## config.mk

```make
export PLATFORM = sky130hd
export DESIGN_NAME = last_occurrence_substring_matcher_unit
export DESIGN_NICKNAME = d
export VERILOG_FILES = /design/src/rtl/lossm_pkg.sv /design/src/rtl/lossm_front.sv /design/src/rtl/lossm_queue.sv /design/src/rtl/lossm_back.sv /design/src/rtl/last_occurrence_substring_matcher_unit.sv
export SDC_FILE = /design/constraint.sdc
export NUM_CORES = 1
export LEC_CHECK = 0
export ABC_AREA = 1
export ABC_CLOCK_PERIOD_IN_PS = 8590
export BUFFER_PORTS_ARGS = -buffer_cell sky130_fd_sc_hd__buf_2
export CAP_MARGIN = 20
export CORE_ASPECT_RATIO = 0.6
export CORE_UTILIZATION = 48
export DETAILED_ROUTE_END_ITERATION = 7
export SLEW_MARGIN = 20
export SYNTH_ARGS = -nofsm -noshare
export SYNTH_HDL_FRONTEND = slang
export SYNTH_HIERARCHICAL = 1
export SYNTH_SLANG_ARGS = --single-unit
```

## constraint.sdc

```tcl
create_clock -name aclk -period 8.59 [get_ports aclk]
set_input_delay 1.718 -clock aclk [delete_from_list [all_inputs] [get_ports aclk]]
set_output_delay 1.718 -clock aclk [all_outputs]
set_load 0.02 [all_outputs]
```

## src/rtl/lossm_pkg.sv

```systemverilog
// Shared types and constants for the last-occurrence substring matcher.
package lossm_pkg;

    // Window and text limits.
    localparam int PATTERN_MAX = 16;
    localparam int TEXT_MAX    = 65536;
    localparam int IDX_W       = $clog2(TEXT_MAX + 1);
    localparam int POS_W       = 16;
    localparam int LEN_W       = 5;
    localparam int SEL_W       = $clog2(PATTERN_MAX);
    localparam int CFG_W       = 64;
    localparam int CFG_IDX_W   = 2;

    // Configuration register indexes.
    localparam logic [CFG_IDX_W-1:0] REG_PAT_FIRST = 2'd0;
    localparam logic [CFG_IDX_W-1:0] REG_PAT_LAST  = 2'd1;
    localparam logic [CFG_IDX_W-1:0] REG_PAT_LEN   = 2'd2;

    // Queue between the front and the back.
    localparam int Q_DEPTH = 4;
    localparam int Q_PTR_W = $clog2(Q_DEPTH);
    localparam int Q_CNT_W = $clog2(Q_DEPTH + 1);

    // Output stream width: found, match_position, overflow, padded to bytes.
    localparam int OUT_BITS = 1 + POS_W + 1;
    localparam int OUT_W    = ((OUT_BITS + 7) / 8) * 8;

    // One classified byte as passed from the front to the back.
    typedef struct packed {
        logic             hit;
        logic [POS_W-1:0] pos;
        logic             ovf;
        logic             last;
    } rec_t;

    // Queue status seen by the front and the back.
    typedef struct packed {
        logic full;
        logic empty;
    } q_stat_t;

endpackage

```

## src/rtl/lossm_front.sv

```systemverilog
// Front part: byte window, byte counter and parallel pattern compare.
module lossm_front (
    input  logic                           aclk,
    input  logic                           aresetn,
    input  logic                           accept,
    input  logic [7:0]                     text_byte,
    input  logic                           last_byte,
    input  logic [8*lossm_pkg::PATTERN_MAX-1:0] pattern,
    input  logic [lossm_pkg::LEN_W-1:0]    pattern_len,
    output lossm_pkg::rec_t                rec
);

    logic [7:0] win_reg  [lossm_pkg::PATTERN_MAX];
    logic [7:0] win_next [lossm_pkg::PATTERN_MAX];
    logic [7:0] shifted  [lossm_pkg::PATTERN_MAX];
    logic [lossm_pkg::IDX_W-1:0] idx_reg, idx_next;
    logic ovf_reg, ovf_next;
    logic at_limit;
    logic mismatch;
    logic len_ok;
    logic [lossm_pkg::IDX_W-1:0] start_full;
    logic [lossm_pkg::LEN_W-1:0] len_m1;

    // Window after this byte is shifted in; entry 0 is the newest byte.
    always_comb begin
        shifted[0] = text_byte;
        for (int k = 1; k < lossm_pkg::PATTERN_MAX; k++) begin
            shifted[k] = win_reg[k-1];
        end
    end

    assign at_limit = (idx_reg >= lossm_pkg::IDX_W'(lossm_pkg::TEXT_MAX));
    assign len_m1   = pattern_len - lossm_pkg::LEN_W'(1);
    assign len_ok   = (pattern_len != '0) &&
                      (pattern_len <= lossm_pkg::LEN_W'(lossm_pkg::PATTERN_MAX));

    // Window position p holds pattern byte len-1-p; all positions compare at once.
    always_comb begin
        logic [lossm_pkg::LEN_W-1:0] sel;
        mismatch = 1'b0;
        for (int p = 0; p < lossm_pkg::PATTERN_MAX; p++) begin
            sel = len_m1 - lossm_pkg::LEN_W'(p);
            if (lossm_pkg::LEN_W'(p) < pattern_len) begin
                if (shifted[p] != pattern[8*sel[lossm_pkg::SEL_W-1:0] +: 8]) begin
                    mismatch = 1'b1;
                end
            end
        end
    end

    // Start index of a hit on this byte, saturated to the position width.
    assign start_full = idx_reg + lossm_pkg::IDX_W'(1) - lossm_pkg::IDX_W'(pattern_len);

    always_comb begin
        rec.hit  = !at_limit && len_ok && !mismatch &&
                   (idx_reg >= lossm_pkg::IDX_W'(len_m1));
        if (start_full > lossm_pkg::IDX_W'({lossm_pkg::POS_W{1'b1}})) begin
            rec.pos = {lossm_pkg::POS_W{1'b1}};
        end else begin
            rec.pos = start_full[lossm_pkg::POS_W-1:0];
        end
        rec.ovf  = ovf_reg || at_limit;
        rec.last = last_byte;
    end

    // Text state: clears after the last byte, holds once the limit is reached.
    always_comb begin
        win_next = win_reg;
        idx_next = idx_reg;
        ovf_next = ovf_reg;
        if (accept) begin
            if (last_byte) begin
                for (int k = 0; k < lossm_pkg::PATTERN_MAX; k++) begin
                    win_next[k] = '0;
                end
                idx_next = '0;
                ovf_next = 1'b0;
            end else if (at_limit) begin
                ovf_next = 1'b1;
            end else begin
                win_next = shifted;
                idx_next = idx_reg + lossm_pkg::IDX_W'(1);
            end
        end
    end

    always_ff @(posedge aclk) begin
        if (!aresetn) begin
            for (int k = 0; k < lossm_pkg::PATTERN_MAX; k++) begin
                win_reg[k] <= '0;
            end
            idx_reg <= '0;
            ovf_reg <= 1'b0;
        end else begin
            win_reg <= win_next;
            idx_reg <= idx_next;
            ovf_reg <= ovf_next;
        end
    end

endmodule

```

## src/rtl/lossm_queue.sv

```systemverilog
// Short queue of classified bytes between the front and the back.
module lossm_queue (
    input  logic               aclk,
    input  logic               aresetn,
    input  logic               push,
    input  lossm_pkg::rec_t    push_rec,
    input  logic               pop,
    output lossm_pkg::rec_t    head_rec,
    output lossm_pkg::q_stat_t stat
);

    lossm_pkg::rec_t mem_reg [lossm_pkg::Q_DEPTH];
    logic [lossm_pkg::Q_PTR_W-1:0] wr_ptr_reg, wr_ptr_next;
    logic [lossm_pkg::Q_PTR_W-1:0] rd_ptr_reg, rd_ptr_next;
    logic [lossm_pkg::Q_CNT_W-1:0] cnt_reg, cnt_next;

    assign stat.full  = (cnt_reg == lossm_pkg::Q_CNT_W'(lossm_pkg::Q_DEPTH));
    assign stat.empty = (cnt_reg == '0);
    assign head_rec   = mem_reg[rd_ptr_reg];

    // Pointer and fill count update.
    always_comb begin
        wr_ptr_next = push ? wr_ptr_reg + lossm_pkg::Q_PTR_W'(1) : wr_ptr_reg;
        rd_ptr_next = pop  ? rd_ptr_reg + lossm_pkg::Q_PTR_W'(1) : rd_ptr_reg;
        cnt_next    = cnt_reg;
        if (push && !pop) begin
            cnt_next = cnt_reg + lossm_pkg::Q_CNT_W'(1);
        end else if (pop && !push) begin
            cnt_next = cnt_reg - lossm_pkg::Q_CNT_W'(1);
        end
    end

    always_ff @(posedge aclk) begin
        if (!aresetn) begin
            wr_ptr_reg <= '0;
            rd_ptr_reg <= '0;
            cnt_reg    <= '0;
        end else begin
            wr_ptr_reg <= wr_ptr_next;
            rd_ptr_reg <= rd_ptr_next;
            cnt_reg    <= cnt_next;
        end
    end

    // Entry storage needs no reset.
    always_ff @(posedge aclk) begin
        if (push) begin
            mem_reg[wr_ptr_reg] <= push_rec;
        end
    end

    // The fill count never goes past the depth.
    a_cnt_bound: assert property (@(posedge aclk) disable iff (!aresetn)
        cnt_reg <= lossm_pkg::Q_CNT_W'(lossm_pkg::Q_DEPTH))
        else $error("queue count above depth");

    // Nothing is taken from an empty queue.
    a_no_underflow: assert property (@(posedge aclk) disable iff (!aresetn)
        pop |-> !stat.empty)
        else $error("pop from empty queue");

    // Nothing is written into a full queue.
    a_no_overflow: assert property (@(posedge aclk) disable iff (!aresetn)
        push |-> !stat.full)
        else $error("push into full queue");

    // A push without a pop grows the count by one.
    a_cnt_grow: assert property (@(posedge aclk) disable iff (!aresetn)
        (push && !pop) |=> (cnt_reg == $past(cnt_reg) + lossm_pkg::Q_CNT_W'(1)))
        else $error("queue count did not grow");

endmodule

```

## src/rtl/lossm_back.sv

```systemverilog
// Back part: keeps the last hit of a text and issues the result transaction.
module lossm_back (
    input  logic                          aclk,
    input  logic                          aresetn,
    input  lossm_pkg::rec_t               head_rec,
    input  lossm_pkg::q_stat_t            stat,
    output logic                          pop,
    output logic                          m_tvalid,
    input  logic                          m_tready,
    output logic [lossm_pkg::OUT_W-1:0]   m_tdata
);

    logic seen_reg, seen_next;
    logic [lossm_pkg::POS_W-1:0] pos_reg, pos_next;
    logic out_valid_reg, out_valid_next;
    logic out_found_reg, out_found_next;
    logic [lossm_pkg::POS_W-1:0] out_pos_reg, out_pos_next;
    logic out_ovf_reg, out_ovf_next;

    // A record that ends a text waits until the output register is free.
    assign pop = !stat.empty &&
                 (!head_rec.last || !out_valid_reg || m_tready);

    always_comb begin
        seen_next      = seen_reg;
        pos_next       = pos_reg;
        out_valid_next = out_valid_reg && !m_tready;
        out_found_next = out_found_reg;
        out_pos_next   = out_pos_reg;
        out_ovf_next   = out_ovf_reg;
        if (pop) begin
            if (head_rec.last) begin
                out_valid_next = 1'b1;
                out_found_next = seen_reg || head_rec.hit;
                out_ovf_next   = head_rec.ovf;
                if (head_rec.hit) begin
                    out_pos_next = head_rec.pos;
                end else if (seen_reg) begin
                    out_pos_next = pos_reg;
                end else begin
                    out_pos_next = '0;
                end
                seen_next = 1'b0;
                pos_next  = '0;
            end else if (head_rec.hit) begin
                seen_next = 1'b1;
                pos_next  = head_rec.pos;
            end
        end
    end

    always_ff @(posedge aclk) begin
        if (!aresetn) begin
            seen_reg      <= 1'b0;
            pos_reg       <= '0;
            out_valid_reg <= 1'b0;
        end else begin
            seen_reg      <= seen_next;
            pos_reg       <= pos_next;
            out_valid_reg <= out_valid_next;
        end
    end

    // Result payload.
    always_ff @(posedge aclk) begin
        out_found_reg <= out_found_next;
        out_pos_reg   <= out_pos_next;
        out_ovf_reg   <= out_ovf_next;
    end

    assign m_tvalid = out_valid_reg;
    assign m_tdata  = {{(lossm_pkg::OUT_W - lossm_pkg::OUT_BITS){1'b0}},
                       out_ovf_reg, out_pos_reg, out_found_reg};

    // The end of a text always leaves the hit tracker cleared.
    a_clear_after_last: assert property (@(posedge aclk) disable iff (!aresetn)
        (pop && head_rec.last) |=> (!seen_reg && pos_reg == '0))
        else $error("hit tracker not cleared after text end");

    // A result is only loaded when the previous one has left or is leaving.
    a_no_result_loss: assert property (@(posedge aclk) disable iff (!aresetn)
        (pop && head_rec.last && out_valid_reg) |-> m_tready)
        else $error("result overwritten before it was taken");

    // A result that reports no match carries position zero.
    a_pos_zero: assert property (@(posedge aclk) disable iff (!aresetn)
        (out_valid_reg && !out_found_reg) |-> (out_pos_reg == '0))
        else $error("not-found result with nonzero position");

endmodule

```

## src/rtl/last_occurrence_substring_matcher_unit.sv

```systemverilog
// Top level of the last-occurrence substring matcher.
// The block takes one text byte per cycle at full rate: the front compares the
// newest window against the configured pattern combinationally and passes a
// per-byte record through a four-entry queue to the back, which tracks the last
// hit and registers the result. The record of the byte that ends the text is held
// in the queue before the back loads the result register; a stalled result stops
// the back only, and the front keeps taking bytes until the queue fills.
// Configuration writes are taken at any time and are meant to be made between texts.
module last_occurrence_substring_matcher_unit (
    input  logic                              aclk,
    input  logic                              aresetn,
    // Text input: s_tdata = text_byte; s_tlast = last_byte.
    input  logic                              s_tvalid,
    output logic                              s_tready,
    input  logic [7:0]                        s_tdata,
    input  logic                              s_tlast,
    // Result output: m_tdata = found, match_position[15:0], overflow, zero pad.
    output logic                              m_tvalid,
    input  logic                              m_tready,
    output logic [lossm_pkg::OUT_W-1:0]       m_tdata,
    // Configuration writes.
    input  logic                              cfg_wr_en,
    input  logic [lossm_pkg::CFG_IDX_W-1:0]   cfg_index,
    input  logic [lossm_pkg::CFG_W-1:0]       cfg_wdata
);

    logic [lossm_pkg::CFG_W-1:0] pat_first_reg;
    logic [lossm_pkg::CFG_W-1:0] pat_last_reg;
    logic [lossm_pkg::LEN_W-1:0] pat_len_reg;
    logic accept;
    logic pop;
    lossm_pkg::rec_t    front_rec;
    lossm_pkg::rec_t    head_rec;
    lossm_pkg::q_stat_t q_stat;

    // Configuration registers.
    always_ff @(posedge aclk) begin
        if (!aresetn) begin
            pat_first_reg <= '0;
            pat_last_reg  <= '0;
            pat_len_reg   <= '0;
        end else if (cfg_wr_en) begin
            case (cfg_index)
                lossm_pkg::REG_PAT_FIRST: pat_first_reg <= cfg_wdata;
                lossm_pkg::REG_PAT_LAST:  pat_last_reg  <= cfg_wdata;
                lossm_pkg::REG_PAT_LEN:   pat_len_reg   <= cfg_wdata[lossm_pkg::LEN_W-1:0];
                default: ;
            endcase
        end
    end

    assign s_tready = !q_stat.full;
    assign accept   = s_tvalid && s_tready;

    lossm_front u_front (
        .aclk        (aclk),
        .aresetn     (aresetn),
        .accept      (accept),
        .text_byte   (s_tdata),
        .last_byte   (s_tlast),
        .pattern     ({pat_last_reg, pat_first_reg}),
        .pattern_len (pat_len_reg),
        .rec         (front_rec)
    );

    lossm_queue u_queue (
        .aclk     (aclk),
        .aresetn  (aresetn),
        .push     (accept),
        .push_rec (front_rec),
        .pop      (pop),
        .head_rec (head_rec),
        .stat     (q_stat)
    );

    lossm_back u_back (
        .aclk     (aclk),
        .aresetn  (aresetn),
        .head_rec (head_rec),
        .stat     (q_stat),
        .pop      (pop),
        .m_tvalid (m_tvalid),
        .m_tready (m_tready),
        .m_tdata  (m_tdata)
    );

endmodule

```

* Word-level counts from Yosys, hierarchy flattened
Memory sizes are Yosys's and may differ from the RTL's. A register that Yosys moved wholly into a read port is not among the register bits. Index checks and enable logic that the tools add are counted.
Word-level totals: ROM bits 0, logic and storage cells 196, bits in latches 0, bits of input ports 80, memory bits (writable) 76, output and inout bits 26, memories 1, register bits after elaboration 314
Memory list:
- u_queue.mem_reg | words 4, width 19, rd ports 1, clocked after Yosys merged registers in 1, wr ports 1, line lossm_queue.sv:12 | lossm_pkg::rec_t mem_reg [lossm_pkg::Q_DEPTH];
Cells by class: shift operators 16, equal/unequal tests 20, order comparisons 20, reductions and logical operators 35, bitwise logic cells 0, multiplexer cells 53, multipliers 0, div/mod/pow operators 0, add/sub/neg operators 22
Operator list (number):
- $shiftx 128x8->8 | 16
- $mux 128 | 2
- $ne 8x8->1 | 16
- $mux 16 | 5
- $lt 4x5->1 const A | 8
- $mux 1 | 40
- $mux 17 | 2
- $sub 4x4->4 const B | 8
- $lt 3x5->1 const A | 4
- $add 17x1->17 const B | 1
- $ge 17x17->1 const B | 1
- $ge 17x5->1 | 1
- $gt 17x16->1 const B | 1
- $sub 17x5->17 | 1
- $sub 4x3->4 const B | 4
- $reduce_and 2->1 | 7
- $lt 1x5->1 const A | 2
- $lt 2x5->1 const A | 2
- $logic_and 1x1->1 | 9
- $logic_not 1->1 | 9
- $sub 4x2->4 const B | 2
- $mux 3 | 2
- $reduce_bool 2->1 | 3
- $le 5x5->1 const B | 1
- 14 further kinds | 19

* Logic depth before layout (Yosys ltp)
depth after elaboration 38, mapped depth 28, depth with buffers taken out 24

* By module
Netlist, hierarchy kept.
Modules (own cells, without submodules):
- lossm_front | seq. area each 2762.6 sq um, area an instance 15641.3 sq um, cells an instance 3069, times used 1
- last_occurrence_substring_matcher_unit | seq. area each 2662.6 sq um, area an instance 5667.9 sq um, cells an instance 863, times used 1
- lossm_queue | seq. area each 2462.4 sq um, area an instance 3299.4 sq um, cells an instance 242, times used 1
- lossm_back | seq. area each 900.9 sq um, area an instance 1686.6 sq um, cells an instance 172, times used 1

* Worst setup path before layout
OpenSTA, ideal clock, no wires.
path kind reg2reg, start point reg pat_len_reg[0] in the netlist's numbering, end point mem u_queue/mem_reg[0][18] in the netlist's numbering, data pin, cell stages (with the launch flop) 25, clock period less this slack 3842 ps, setup time 167 ps, path buffers 6, slack 4748 ps, data required time 8423 ps, arrival 3675 ps, cells stage by stage dfxtp_1 inv_2 buf_2 buf_1 ha_1 inv_1 buf_2 buf_1 ha_1 clkbuf_1 inv_1 clkbuf_1 nand2_1 nand2_1 nand2_1 o21ai_0 xor2_1 nand2_1 nor2_1 nand2_1 nand2_1 nand2_1 nor2_1 nand2_1 nor2_1
RTL lines:
- from (decl) | line last_occurrence_substring_matcher_unit.sv:29 | logic [lossm_pkg::LEN_W-1:0] pat_len_reg;
- from (signal assigned) | line last_occurrence_substring_matcher_unit.sv:46 | lossm_pkg::REG_PAT_LEN: pat_len_reg <= cfg_wdata[lossm_pkg::LEN_W-1:0];
- to (decl) | line lossm_queue.sv:12

==> impl_results.md <==
* Max-Cap Viols at 0
* Outcome: complete, no violations
* Slew Viols, Final at 0
* Largest register FFs at 120
* Max_slew headroom at approximately 28%
* Placed Cells at 4,953
* Buffers on Ports at 99
* Hold_sp: u_queue/rd_ptr_reg[1]
* Fmax at approximately 180 MHz
* Worst r2r dst: u_queue/mem_reg[1][18]
* # DRC at 0
* Syn Inst Count at 4,346
* Post-route minimum period at 5.51 ns
* Die width at 304 um
* Grt total ovfl at 0
* Vias in the first global route at between 20,000 and 25,000
* Worst-path clk slew at around 0.060 ns
* Adder-cell share of the synthesized area at 1.34%
* CTS Buf Count at 41
* Postcts setup bufs at 0
* Dpl ws at around 3.4 ns
* Fraction of layout cells with a size suffix above 1 at 6.50%
* Post-synthesis register bit count at between 300 and 400
* Mean post-synth cell area at 6.05 um2
* Post-Synth Simple-Gate Area at between 40% and 50%
* Die height at 183 um
* Post-CTS sizing at 0
* Crit end category: flip-flop
* H-tree Lvls at 2
* Startpoint Class: flip-flop
* Netlist cell types at 55
* Clock Latency Late Sink at approximately 0.58 ns
* Multi-input logic area at 15,000 um2
* DRT antenna net count at 0
* Clk_skew at 0.0181 ns
* Total wire length at 102 mm
* Compound-Gate Fraction of Synth Area at roughly 8.5%
* Final worst path period share at 64.2%
* Dpl hpwl at 77.9 mm
* Core Area at 54,200 um2
* Synth warnings at 6
* DRT iter0 DRCs at 4,158
* Post-synthesis mux area share at 0%
* Layout Cells excl Fill at roughly 5,000
* Register area at 8790 um2
* Die area at 55,800 um2
* Crit path required time at 8.97 ns
* Via density per instance at 5.53
* CTS root buf: clkbuf_16
* Setup TNS at 0 ns
* Crit path DAT at about 6 ns
* Post-Synth XOR/XNOR Area at 1.06%
* Most frequent cells in the layout: nand2_1, nand3_1, inv_1
* Sequential share of the synthesized area at about a third
* Reg2reg setup slack at 3.08 ns
* Final hold vios at 0
* # hold bufs at CTS at 0
* Number of iterations in the first detailed-routing pass at 6
* Initial antenna violation count at 2
* RSZ-0062 raised after global routing: false
* Ports at between 100 and 150
* Pwr Density at 234 nW/um2
* Starting Density at 48.5%
* Slew @ Worst Pin at 1.08 ns
* First-pass GRT wire length at between 150 and 200 mm
* GPL Wtd Cong at 1.06
* Hold depth at 1
* Worst r2r src: pat_len_reg[0]
* Leakage power at 13.1 nW
* Worst setup margin at slightly above 3 ns
* Row Count at 66
* Final #Nets at 4,389
* Final setup fails at 0
* Worst VDD drop at 0.000170 V
* CP max FO at 78
* Number of synthesized flops with an enable pin at 94
* Synth Flop Type: dfxtp_1
* Worst reg2reg path depth at 21
* Via count at 27,800
* Total GRT Usage at 36.1%
* Largest net degree at the start of global routing at around 90
* Final hold slack at 0.448 ns
* Synth-to-Final Area Change at 6.78%
* Main combinational cell family by area after synthesis: simple AND/OR/NAND/NOR gates
* Fillers at 5,693
* Commonest non-fill, non-tap cell in the layout: nand2_1
* Hold WC Path Type: reg -> reg
* Crit path kind: reg -> reg
* CTS tree: yes
* CTS Buffer Depth at 3
* Finished Core Util at about half
* Ys async rst share at 0%
* Sink Count at between 300 and 400
* Drt wl/cell at 20.3 um
* Syn Std Cell Area at 26,300 um2
-- critical path, cell delays in order (launching register included) --
cell and delay (ns):
dfxtp_4 0.46, inv_4 0.61, ha_2 0.67, inv_2 0.15
buf_4 0.64, nand2_1 0.15, nand2_2 0.18, buf_4 0.55
nand3_1 0.31, nand3_1 0.20, nand3_1 0.11, nand2_1 0.08
nand2_1 0.05, nand2_1 0.07, nand3_1 0.07, nor2_1 0.27
nand2_1 0.09, nand2_1 0.09, nand2_1 0.05, nor2_1 0.08
nand2_1 0.06, nor2_1 0.22
-- power by group --
group          total, mW  leakage [nW]  switching [mW]  internal, mW
logic               2.51          9.14            1.86         0.647
clock network       1.83         0.645           0.788          1.05
registers           2.24          3.29           0.129          2.11
-- Yosys cell counts (3+ instances only) --
cell type | count | share of area [%]
nand2_4 | 11 | 0.47
a21oi_1 | 220 | 4.2
nor3_4 | 3 | 0.19
xor2_1 | 24 | 0.80
dfxtp_1 | 298 | 23
a21oi_2 | 9 | 0.30
inv_1 | 345 | 4.9
nor2_1 | 317 | 4.5
edfxtp_1 | 94 | 11
inv_2 | 9 | 0.13
nor3_1 | 7 | 0.13
clkbuf_1 | 62 | 0.89
o21ai_1 | 6 | 0.11
o22ai_1 | 19 | 0.45
ha_1 | 25 | 1.2
o21ai_0 | 117 | 2.2
or2_2 | 5 | 0.12
o211ai_1 | 25 | 0.71
xnor2_1 | 6 | 0.20
nand2_2 | 11 | 0.26
nand3b_1 | 45 | 1.3
nand3_1 | 552 | 11
buf_2 | 107 | 2.0
buf_4 | 33 | 0.94
nand4_1 | 8 | 0.19
nor2_2 | 8 | 0.19
buf_1 | 28 | 0.40
nand3_2 | 14 | 0.53
buf_6 | 10 | 0.43
nand2_1 | 1898 | 27
-- metrics by stage --
| step | instance area, um2 | total power [mW] |
|---|---|---|
| after floorplan | 26300 | 3.99 |
| after global placement | 26700 | 4.69 |
| after detailed placement | 26700 | 4.69 |
| after CTS | 28100 | 6.52 |
| after global routing | 28100 | 6.92 |
| final | 28100 | 6.58 |
-- metal layers --
metal,wire (um),part of all wire [%],GRT usage (%)
met3,13200,13,9.29
met5,0,0,0
met1,50400,49,58.6
met4,1780,1.7,6.94
met2,36500,36,45.7
-- kinds of logic (layout without fill, tap and decap cells) --
| family | Yosys count | after routing |
|---|---|---|
| simple gates | 2884 | 2884 |
| fa+ha+maj | 27 | 27 |
| xor+xnor | 31 | 31 |
| other cells | 1 | 8 |
| compound gates | 411 | 411 |
| flops | 392 | 392 |
| buf+inv | 600 | 559 |
-- cell type report --
cell class / count / area share (%)
Sequential cell: 392 / 31.3
Inverter: 357 / 4.82
Antenna cell: 2 / 0.0178
Timing Repair Buffer: 131 / 2.64
Clock inverter: 15 / 0.570
Multi-Input combinational cell: 3359 / 53.3
Tap cell: 714 / 3.18
Clock buffer: 56 / 4.18
-- worst max-delay path by stage --
stage | to | from | slack (ns)
detailed placement | u_queue/mem_reg[2][18] | pat_len_reg[0] | 3.39
floorplan | u_queue/mem_reg[0][18] | pat_len_reg[0] | 4.75
global route | u_queue/mem_reg[1][18] | pat_len_reg[0] | 2.73
global placement | u_queue/mem_reg[1][18] | pat_len_reg[0] | 3.36
finish | u_queue/mem_reg[1][18] | pat_len_reg[0] | 3.08
CTS | u_queue/mem_reg[1][18] | pat_len_reg[0] | 3.36
(Power assumes the default switching activity.)
